--- src/hw/rtl/pcf_pkg.sv ---
package pcf_pkg;

    localparam int COEF_FRAC_BITS = 10;
    localparam int COEF_W         = COEF_FRAC_BITS;
    localparam int GAIN_FRAC_BITS = 10;
    localparam int GAIN_W         = 14;
    localparam int CH_W           = 8;
    localparam int PROD_W         = CH_W + COEF_W;
    localparam int MSUM_W         = PROD_W + 2;
    localparam int BPROD_W        = CH_W + GAIN_W;
    localparam int SUM_W          = CH_W + 2;
    localparam int CFG_IDX_W      = 1;
    localparam int CFG_DATA_W     = GAIN_W;
    localparam int QCOEF_DEN      = 1000;

    // floor(x/3) for x <= 765: (x * 683) >> 11
    localparam int DIV3_MUL   = 683;
    localparam int DIV3_SHIFT = 11;
    localparam int DIV3_W     = SUM_W + 10;

    localparam logic [CH_W-1:0] THRESH_LEVEL = 8'd128;
    localparam logic [CH_W-1:0] CH_MAX       = 8'd255;

    typedef enum logic [3:0] {
        MODE_INVERT     = 4'd0,
        MODE_THRESHOLD  = 4'd1,
        MODE_SEPIA      = 4'd2,
        MODE_GREY       = 4'd3,
        MODE_BRIGHTNESS = 4'd4,
        MODE_MEAN_GREY  = 4'd5,
        MODE_NO_RED     = 4'd6,
        MODE_NO_BLUE    = 4'd7,
        MODE_NO_GREEN   = 4'd8
    } mode_t;

    typedef enum logic [CFG_IDX_W-1:0] {
        REG_FILTER_MODE     = 1'b0,
        REG_BRIGHTNESS_GAIN = 1'b1
    } cfg_reg_t;

    localparam mode_t          MODE_RESET = MODE_GREY;
    localparam logic [GAIN_W-1:0] GAIN_RESET = 14'd1024;

    // round-half-up of (milli / 1000) in COEF_FRAC_BITS fraction bits
    function automatic logic [COEF_W-1:0] qcoef(input int milli);
        int scaled;
        scaled = ((milli << COEF_FRAC_BITS) + QCOEF_DEN / 2) / QCOEF_DEN;
        return scaled[COEF_W-1:0];
    endfunction

    typedef logic [0:2][0:2][COEF_W-1:0] coef_mat_t;

    localparam coef_mat_t SEPIA_COEF = '{
        '{qcoef(393), qcoef(769), qcoef(189)},
        '{qcoef(349), qcoef(686), qcoef(168)},
        '{qcoef(272), qcoef(534), qcoef(131)}
    };

    localparam coef_mat_t GREY_COEF = '{
        '{qcoef(299), qcoef(587), qcoef(114)},
        '{qcoef(299), qcoef(587), qcoef(114)},
        '{qcoef(299), qcoef(587), qcoef(114)}
    };

    typedef struct packed {
        logic [CH_W-1:0] red;
        logic [CH_W-1:0] green;
        logic [CH_W-1:0] blue;
        logic [CH_W-1:0] alpha;
    } pixel_t;

    // after the multiply stage
    typedef struct packed {
        mode_t                          mode;
        pixel_t                         pix;
        logic [0:2][0:2][PROD_W-1:0]    mprod;
        logic [0:2][BPROD_W-1:0]        bprod;
        logic [SUM_W-1:0]               sum;
    } prod_word_t;

    // after the accumulate/clamp stage
    typedef struct packed {
        mode_t                    mode;
        pixel_t                   pix;
        logic [0:2][CH_W-1:0]     mat;
        logic [0:2][CH_W-1:0]     bri;
        logic [CH_W-1:0]          mean;
    } accum_word_t;

endpackage

--- src/hw/rtl/pcf_prod_stage.sv ---
module pcf_prod_stage (
    input  logic                clk,
    input  logic                rst_n,
    input  logic                advance,
    input  logic                in_valid,
    input  pcf_pkg::pixel_t     pix,
    input  pcf_pkg::mode_t      mode,
    input  logic [pcf_pkg::GAIN_W-1:0] gain,
    output logic                valid_reg,
    output pcf_pkg::prod_word_t word_reg
);
    import pcf_pkg::*;

    coef_mat_t              coef;
    prod_word_t             word_next;
    logic [0:2][CH_W-1:0]   ch;

    assign ch = '{pix.red, pix.green, pix.blue};

    always_comb
    begin
        coef = (mode == MODE_SEPIA) ? SEPIA_COEF : GREY_COEF;
        word_next.mode = mode;
        word_next.pix  = pix;
        for (int row = 0; row < 3; row++)
        begin
            for (int col = 0; col < 3; col++)
            begin
                word_next.mprod[row][col] = PROD_W'(ch[col]) * PROD_W'(coef[row][col]);
            end
        end
        for (int k = 0; k < 3; k++)
        begin
            word_next.bprod[k] = BPROD_W'(ch[k]) * BPROD_W'(gain);
        end
        word_next.sum = SUM_W'(pix.red) + SUM_W'(pix.green) + SUM_W'(pix.blue);
    end

    always_ff @(posedge clk or negedge rst_n)
    begin
        if (!rst_n)
        begin
            valid_reg <= 1'b0;
        end
        else if (advance)
        begin
            valid_reg <= in_valid;
        end
    end

    always_ff @(posedge clk)
    begin
        if (advance && in_valid)
        begin
            word_reg <= word_next;
        end
    end

endmodule

--- src/hw/rtl/pcf_accum_stage.sv ---
module pcf_accum_stage (
    input  logic                 clk,
    input  logic                 rst_n,
    input  logic                 advance,
    input  logic                 in_valid,
    input  pcf_pkg::prod_word_t  prod,
    output logic                 valid_reg,
    output pcf_pkg::accum_word_t word_reg
);
    import pcf_pkg::*;

    accum_word_t                     word_next;
    logic [0:2][MSUM_W-1:0]          msum;
    logic [0:2][MSUM_W-COEF_FRAC_BITS-1:0] mshift;
    logic [0:2][BPROD_W-GAIN_FRAC_BITS-1:0] bshift;
    logic [DIV3_W-1:0]               div3;

    always_comb
    begin
        word_next.mode = prod.mode;
        word_next.pix  = prod.pix;
        for (int k = 0; k < 3; k++)
        begin
            msum[k] = MSUM_W'(prod.mprod[k][0]) + MSUM_W'(prod.mprod[k][1])
                    + MSUM_W'(prod.mprod[k][2]);
            mshift[k] = msum[k][MSUM_W-1:COEF_FRAC_BITS];
            word_next.mat[k] = (mshift[k] > CH_W'(CH_MAX)) ? CH_MAX : mshift[k][CH_W-1:0];
            bshift[k] = prod.bprod[k][BPROD_W-1:GAIN_FRAC_BITS];
            word_next.bri[k] = (bshift[k] > CH_W'(CH_MAX)) ? CH_MAX : bshift[k][CH_W-1:0];
        end
        div3 = DIV3_W'(prod.sum) * DIV3_W'(DIV3_MUL);
        word_next.mean = div3[DIV3_SHIFT +: CH_W];
    end

    always_ff @(posedge clk or negedge rst_n)
    begin
        if (!rst_n)
        begin
            valid_reg <= 1'b0;
        end
        else if (advance)
        begin
            valid_reg <= in_valid;
        end
    end

    always_ff @(posedge clk)
    begin
        if (advance && in_valid)
        begin
            word_reg <= word_next;
        end
    end

    // mean is the exact floor of sum/3
    assert property (@(posedge clk) disable iff (!rst_n)
        in_valid |-> ((SUM_W'(word_next.mean) * SUM_W'(3) <= prod.sum)
                  && (prod.sum < SUM_W'(word_next.mean) * SUM_W'(3) + SUM_W'(3))))
        else $error("mean does not match sum/3");

endmodule

--- src/hw/rtl/pixel_colour_filter_top.sv ---
// Per-pixel RGBA colour filter. One pixel word is accepted per clock while
// in_ready is high and moves through the multiply, accumulate/clamp and
// select/output registers; throughput is one pixel per clock as long as the
// sink keeps out_ready high, and each stage holds its word under a stall so
// in_ready only drops when all three stages are full and the output is
// blocked. filter_mode selects invert, threshold, sepia, greyscale (reset),
// brightness, mean grey or removal of one colour; codes 9..15 pass the pixel
// through. brightness_gain is an unsigned gain with 10 fraction bits (1024 is
// unity). Write the configuration registers only while no pixel is in flight.
module pixel_colour_filter_top (
    input  logic                          clk,
    input  logic                          rst_n,
    // pixel input
    input  logic                          in_valid,
    output logic                          in_ready,
    input  logic [7:0]                    in_red,
    input  logic [7:0]                    in_green,
    input  logic [7:0]                    in_blue,
    input  logic [7:0]                    in_alpha,
    // pixel output
    output logic                          out_valid,
    input  logic                          out_ready,
    output logic [7:0]                    out_red,
    output logic [7:0]                    out_green,
    output logic [7:0]                    out_blue,
    output logic [7:0]                    out_alpha,
    // register writes
    input  logic                          cfg_valid,
    output logic                          cfg_ready,
    input  logic [pcf_pkg::CFG_IDX_W-1:0] cfg_index,
    input  logic [pcf_pkg::CFG_DATA_W-1:0] cfg_data
);
    import pcf_pkg::*;

    // configuration registers
    mode_t              mode_reg;
    logic [GAIN_W-1:0]  gain_reg;

    // pipeline stage handshakes
    logic               s1_valid;
    logic               s2_valid;
    logic               adv1;
    logic               adv2;
    logic               adv3;
    prod_word_t         s1_word;
    accum_word_t        s2_word;
    pixel_t             in_pix;
    pixel_t             res_next;
    logic               out_valid_reg;
    pixel_t             res_reg;

    assign cfg_ready = 1'b1;

    always_ff @(posedge clk or negedge rst_n)
    begin
        if (!rst_n)
        begin
            mode_reg <= MODE_RESET;
            gain_reg <= GAIN_RESET;
        end
        else if (cfg_valid && cfg_ready)
        begin
            case (cfg_reg_t'(cfg_index))
                REG_FILTER_MODE:     mode_reg <= mode_t'(cfg_data[3:0]);
                REG_BRIGHTNESS_GAIN: gain_reg <= cfg_data;
                default:             ;
            endcase
        end
    end

    // A stage moves when its slot is empty or the next one moves.
    assign adv3     = !out_valid_reg || out_ready;
    assign adv2     = !s2_valid || adv3;
    assign adv1     = !s1_valid || adv2;
    assign in_ready = adv1;

    assign in_pix = '{red: in_red, green: in_green, blue: in_blue, alpha: in_alpha};

    // stage 1: all products and the channel sum
    pcf_prod_stage u_prod (
        .clk       (clk),
        .rst_n     (rst_n),
        .advance   (adv1),
        .in_valid  (in_valid),
        .pix       (in_pix),
        .mode      (mode_reg),
        .gain      (gain_reg),
        .valid_reg (s1_valid),
        .word_reg  (s1_word)
    );

    // stage 2: row sums, shifts, clamps and mean
    pcf_accum_stage u_accum (
        .clk       (clk),
        .rst_n     (rst_n),
        .advance   (adv2),
        .in_valid  (s1_valid),
        .prod      (s1_word),
        .valid_reg (s2_valid),
        .word_reg  (s2_word)
    );

    // stage 3: pick the result for the mode carried with the word
    always_comb
    begin
        res_next = s2_word.pix;
        case (s2_word.mode)
            MODE_INVERT:
            begin
                res_next.red   = CH_MAX - s2_word.pix.red;
                res_next.green = CH_MAX - s2_word.pix.green;
                res_next.blue  = CH_MAX - s2_word.pix.blue;
                res_next.alpha = CH_MAX - s2_word.pix.alpha;
            end
            MODE_THRESHOLD:
            begin
                res_next.red   = (s2_word.mean > THRESH_LEVEL) ? CH_MAX : '0;
                res_next.green = res_next.red;
                res_next.blue  = res_next.red;
            end
            MODE_SEPIA, MODE_GREY:
            begin
                res_next.red   = s2_word.mat[0];
                res_next.green = s2_word.mat[1];
                res_next.blue  = s2_word.mat[2];
            end
            MODE_BRIGHTNESS:
            begin
                res_next.red   = s2_word.bri[0];
                res_next.green = s2_word.bri[1];
                res_next.blue  = s2_word.bri[2];
            end
            MODE_MEAN_GREY:
            begin
                res_next.red   = s2_word.mean;
                res_next.green = s2_word.mean;
                res_next.blue  = s2_word.mean;
            end
            MODE_NO_RED:   res_next.red   = '0;
            MODE_NO_BLUE:  res_next.blue  = '0;
            MODE_NO_GREEN: res_next.green = '0;
            default:       ;   // unused codes pass through
        endcase
    end

    always_ff @(posedge clk or negedge rst_n)
    begin
        if (!rst_n)
        begin
            out_valid_reg <= 1'b0;
        end
        else if (adv3)
        begin
            out_valid_reg <= s2_valid;
        end
    end

    always_ff @(posedge clk)
    begin
        if (adv3 && s2_valid)
        begin
            res_reg <= res_next;
        end
    end

    assign out_valid = out_valid_reg;
    assign out_red   = res_reg.red;
    assign out_green = res_reg.green;
    assign out_blue  = res_reg.blue;
    assign out_alpha = res_reg.alpha;

    // input blocked only when every stage is full and the sink stalls
    assert property (@(posedge clk) disable iff (!rst_n)
        (s1_valid && s2_valid && out_valid_reg && !out_ready) |-> !in_ready)
        else $error("input accepted into a full, stalled pipeline");

    assert property (@(posedge clk) disable iff (!rst_n)
        !(s1_valid && s2_valid && out_valid_reg && !out_ready) |-> in_ready)
        else $error("input stalled while a bubble exists");

    assert property (@(posedge clk) disable iff (!rst_n)
        (in_valid && in_ready) |=> s1_valid)
        else $error("accepted word lost at stage 1");

    assert property (@(posedge clk) disable iff (!rst_n)
        $fell(out_valid_reg) |-> $past(out_ready))
        else $error("output word dropped without handshake");

endmodule
--- config.mk ---
export PLATFORM = sky130hd
export DESIGN_NAME = pixel_colour_filter_top
export DESIGN_NICKNAME = d
export VERILOG_FILES = /design/src/hw/rtl/pcf_pkg.sv /design/src/hw/rtl/pcf_prod_stage.sv /design/src/hw/rtl/pcf_accum_stage.sv /design/src/hw/rtl/pixel_colour_filter_top.sv
export SDC_FILE = /design/constraint.sdc
export NUM_CORES = 2
export LEC_CHECK = 0
export ABC_AREA = 1
export BUFFER_PORTS_ARGS = -buffer_cell sky130_fd_sc_hd__buf_2
export CAP_MARGIN = 20
export CORE_MARGIN = 4
export CORE_UTILIZATION = 40
export DETAILED_ROUTE_END_ITERATION = 7
export PLACE_DENSITY = 0.66
export SYNTH_ARGS = -nofsm -noshare
export SYNTH_HDL_FRONTEND = slang
export SYNTH_SLANG_ARGS = --single-unit
--- constraint.sdc ---
create_clock -name clk -period 12.8 [get_ports clk]
set_clock_uncertainty 0.1 [all_clocks]
set_input_delay 1.92 -clock clk [delete_from_list [all_inputs] [get_ports clk]]
set_output_delay 1.92 -clock clk [all_outputs]
set_load 0.1 [all_outputs]
# Word level (Yosys, flattened, before mapping)
# Index checks and enable logic that the tools add are counted.
dict set report totals {
  reg_bits 419
  inputBits 52
  wordCells 100
}
dict set report classes {
  n_bitwise 1
  n_addsub 12
  mul 13
  reduce_logical 13
  order_cmp 7
  eq_ne 9
  mux 6
}
# operator count
set op_table {}
lappend op_table {{$mul A8 B10 Y18} 9}
lappend op_table {{$pmux W8 S6} 3}
lappend op_table {{$mux W88} 1}
lappend op_table {{$mul A8 B14 Y22} 3}
lappend op_table {{$add A20 B18 Y20} 3}
lappend op_table {{$add A18 B18 Y19} 3}
lappend op_table {{$gt A12 B8 Y1 const B} 3}
lappend op_table {{$sub A8 B8 Y8 const A} 4}
lappend op_table {{$gt A10 B8 Y1 const B} 3}
lappend op_table {{$mul A10 B10 Y19 const B} 1}
lappend op_table {{$eq A4 B3 Y1 const B} 4}
lappend op_table {{$mux W8} 2}
lappend op_table {{$eq A4 B2 Y1 const B} 3}
lappend op_table {{$add A10 B8 Y10} 1}
lappend op_table {{$add A8 B8 Y9} 1}
lappend op_table {{$gt A8 B8 Y1 const B} 1}
lappend op_table {{$eq A4 B1 Y1 const B} 1}
lappend op_table {{$eq A4 B4 Y1 const B} 1}
lappend op_table {{$logic_not A4 Y1} 1}
lappend op_table {{$reduce_and A2 Y1} 2}
lappend op_table {{$logic_and A1 B1 Y1} 3}
lappend op_table {{$logic_not A1 Y1} 3}
lappend op_table {{$logic_or A1 B1 Y1} 3}
lappend op_table {{$reduce_or A2 Y1} 1}
lappend op_table {{$not A1 Y1} 1}

# Longest topological paths before layout
dict set report logic_depth {
  depth_word 5
  depth_mapped 24
}

# Modules after synthesis
# A second synthesis with hierarchy kept.
dict set report unflattened {
  cells_unflattened 5592
  area_unflattened_um2 47634.4
}
# mod seq_area_each_um2 area_per_inst_um2 cells_per_inst n_inst
set by_module_without_submodules {}
lappend by_module_without_submodules {pcf_prod_stage 7802.5 35489.0 4148 1}
lappend by_module_without_submodules {pcf_accum_stage 2787.7 9227.6 1103 1}
lappend by_module_without_submodules {pixel_colour_filter_top 1440.1 2917.8 341 1}

# Worst setup path before layout
# OpenSTA, ideal clock, no wires.
dict set report synth_timing {
  kind {input -> register}
  startpoint {input out_ready}
  endpoint {register u_prod.word_reg[0] (netlist name), enable pin}
  path_stages 6
  t_arrival_ns 7.383
  slack_ns 4.737
  setup_ns 0.581
  cell_sequence {inv_1 nand2_1 nor2_1 nand2_1 nand2_1 inv_1}
}
dict set report synth_via {
  elab_chain_cells 4
}
# element line_no
set synth_lines {}
lappend synth_lines {{from (decl)} pixel_colour_filter_top.sv:22} ;# input logic out_ready,
lappend synth_lines {{$logic_or A1 B1 Y1} pixel_colour_filter_top.sv:72} ;# assign adv3 = !out_valid_reg || out_ready;
lappend synth_lines {{$logic_or A1 B1 Y1} pixel_colour_filter_top.sv:73} ;# assign adv2 = !s2_valid || adv3;
lappend synth_lines {{$logic_or A1 B1 Y1} pixel_colour_filter_top.sv:74} ;# assign adv1 = !s1_valid || adv2;
lappend synth_lines {{via in_ready} pixel_colour_filter_top.sv:15} ;# output logic in_ready,
lappend synth_lines {{$logic_and A1 B1 Y1} pcf_prod_stage.sv:53} ;# if (advance && in_valid)
lappend synth_lines {{to (signal assigned)} pcf_prod_stage.sv:55} ;# word_reg <= word_next;
lappend synth_lines {{to (decl)} pcf_prod_stage.sv:10} ;# output pcf_pkg::prod_word_t word_reg
# The timed path passes the listed nets, and every way through them passes these cells.
# A chain may end at the register's enable or synchronous reset.

==> impl_metrics.ini <==
[outcome]
status = finished, final reports clean

[placed_design]
dp_cells = 7068
io_buffers = 85
place_ws_ns = 5.548
dp_hpwl_um = 102100
place.gp.congestion = 0.9321

[synth]
synth_flop_cell = edfxtp_1
synth.area.top_cells = edfxtp_1 23%, fa_1 20%, ha_1 18%
syn_inst = 5489
synth_area_mm2 = 0.04644
synth_edf_count = 354
async_flop_share_pct = 5.600
yosysWarnings = 0
syn_area_per_cell_um2 = 8.461
synth_seq_cells = 375
synth_top_area_share_pct = 22.89
ys_seq_area_share_pct = 24.03
yosys.area.top_type = edfxtp_1
synth_cell_types = 48
synth.most_common_cell = inv_1
synthTopCellsByCount = 1252 x inv_1, 1150 x nand2_1, 667 x ha_1

[clocking]
htreeDepth = 2
cts_resized = 0
cts_max_path_buffers = 3
cts.clk_slew.worst_paths_ns = 0.07
post_cts_buffers = 0
hold_buffers = 0
cts_tree = yes
cts_buffers = 49
cts_root_buffer = clkbuf_16
cts_num_sinks = 375
clock_latency_ns = 0.64

[route]
drc = 0
vias = 36120
met3_wirelength_um = 8071
drtIter0Drc = 2498
drt-met1-wl_um = 54600
wl_per_cell_um = 17.70
wl_um = 126700
met2_length_um = 58850
drtAntennaViolNets = 0
dr.pass1.iters = 5
via_per_inst = 5.047
top_layer = met5

[global_route]
grt_usage_pct = 21.21
grt_max_degree = 92
antenna_found_initial = 10
grt_first_pass_wirelength_um = 202800
grt_pass1_vias = 36940
grt-ovfl-total = 0

[die]
die-area_mm2 = 0.1216
num_io_pins = 87
fp-row-count = 124
core_area_mm2 = 0.1148
fp.dieW_um = 348.7
dieHeight_um = 348.7
initial_core_util_pct = 40.45

[setup_path]
path_buf_inv = 6
path_class = input pin to flop
critPathMaxFanout = 20
crit_required_ns = 13.10
cp_top_family = adder cells
critPathArrivalTime_ns = 6.90
cpMostUsedCell = inv_1
crit_slowest_cell = nor2_1
path_cells = buf_2 -> inv_1 -> nor2_1 -> inv_1 -> fa_1 -> inv_1 -> fa_1 -> inv_1 -> fa_1 -> inv_1 -> fa_1 -> ha_1 -> a21oi_1 -> o21bai_1 -> a21oi_1 -> nor2_1 -> nor2_1 -> xnor2_1
cp_slowest_stage_delay_ns = 0.79
endpoint_kind = flop
cp-start-kind = input pin

[sta]
fin_crit_sh_pct = 51.52
slew_viol_final = 0
worst_slew_pin_slew_ns = 1.056
setup_viol = 0
fin_ws_ns = 6.206
setup_tns_ns = 0
min_period_ns = 6.594
max_slew_margin_pct = 29.63
hold_viol_final = 0
max_freq_mhz = 151.6
rsz0062_at_grt = false

[final_layout]
largest_reg_flops = 230
syn2layout_area_growth_pct = 8.920
final_core_util_pct = 44.06
drive_gt1_share_pct = 4.377
fin_cells = 7157
fill_cells = 11220
nNetsFinal = 6790

[flow_run]
drv_cap = 0

[worst_hold_path]
worst_hold_path_type = flop to flop
[per-stage QoR]
step                cell area, um^2  hold slack, ns
finish                        50590          0.3149
detailed placement            48860          0.3052
global route                  50580          0.3211
floorplan                     46580          0.3003
CTS                           50540          0.3162
global placement              48860          0.3014
[cell type report]
cell class	instances	area, um^2	share of cell area (%)
Clock buffer	51	1234	2.439
Inverter	1255	4721	9.332
Tap cell	1512	1892	3.740
Multi-Input combinational cell	3801	30360	60.01
Timing Repair Buffer	127	768.2	1.519
Clock inverter	34	449.2	0.8880
Sequential cell	375	11160	22.06
Antenna cell	2	5.005	0.009894
[final timing paths]
kind | slack (ns) | cells after the start | end | start
worst min-delay path | 0.31 | 0 | u_accum.word_reg[67] | u_prod.word_reg[249]
worst max-delay path | 6.21 | 18 | u_prod.word_reg[89] | in_blue[2]
worst max register to register | 6.41 | 21 | u_prod.word_reg[107] | mode_reg[1]
max in group asynchronous | 11.01 | 1 | gain_reg[11] | rst_n
min in group asynchronous | 1.18 | 1 | gain_reg[6] | rst_n
worst min register to register | 0.31 | 0 | u_accum.word_reg[67] | u_prod.word_reg[249]
[cell families (layout without fill, tap and decap cells)]
kind of cell,count (synthesis),after routing,synth area share [%]
and+or+nand+nor,1874,1874,16.47
buffers and inverters,1349,1467,10.94
muxes,10,10,0.2425
xor gates and xnor gates,187,187,3.526
DFF,375,375,24.03
adders and majority gates,1129,1129,37.88
AOI/OAI and AO/OA,563,563,6.886
other,2,40,0.01617
[metal layers]
metal,track usage (%),vias to the layer above
li1,-,17570
met1,28.00,17280
met2,35.75,1039
met3,2.989,229
met4,7.489,6
met5,0,-
[cells in the final DEF (no fill, tap or decap), types with 4 or more instances in the layout]
master / count
inv_1: 1250
nand2_1: 1150
ha_1: 667
fa_1: 462
nor2_1: 367
edfxtp_1: 354
a21oi_1: 289
nand3_1: 216
o21ai_0: 122
xor2_1: 117
buf_2: 85
xnor2_1: 70
clkbuf_16: 49
nand4_1: 47
nor3_1: 42
buf_4: 40
conb_1: 38
a21o_1: 29
o21bai_1: 29
a311oi_1: 24
dfrtp_1: 18
nand3b_1: 17
a31oi_1: 12
nor2_2: 12
a21boi_0: 11
nor4_1: 11
mux2_2: 10
o21a_1: 9
clkinv_2: 9
o21ai_1: 8
o31ai_1: 8
a211oi_1: 7
bufinv_16: 7
clkinv_4: 6
and2_1: 4
o211ai_1: 4
inv_6: 4
Power is not shown: default switching activity piles up to over one toggle a cycle in this logic, so the estimate is an artifact.
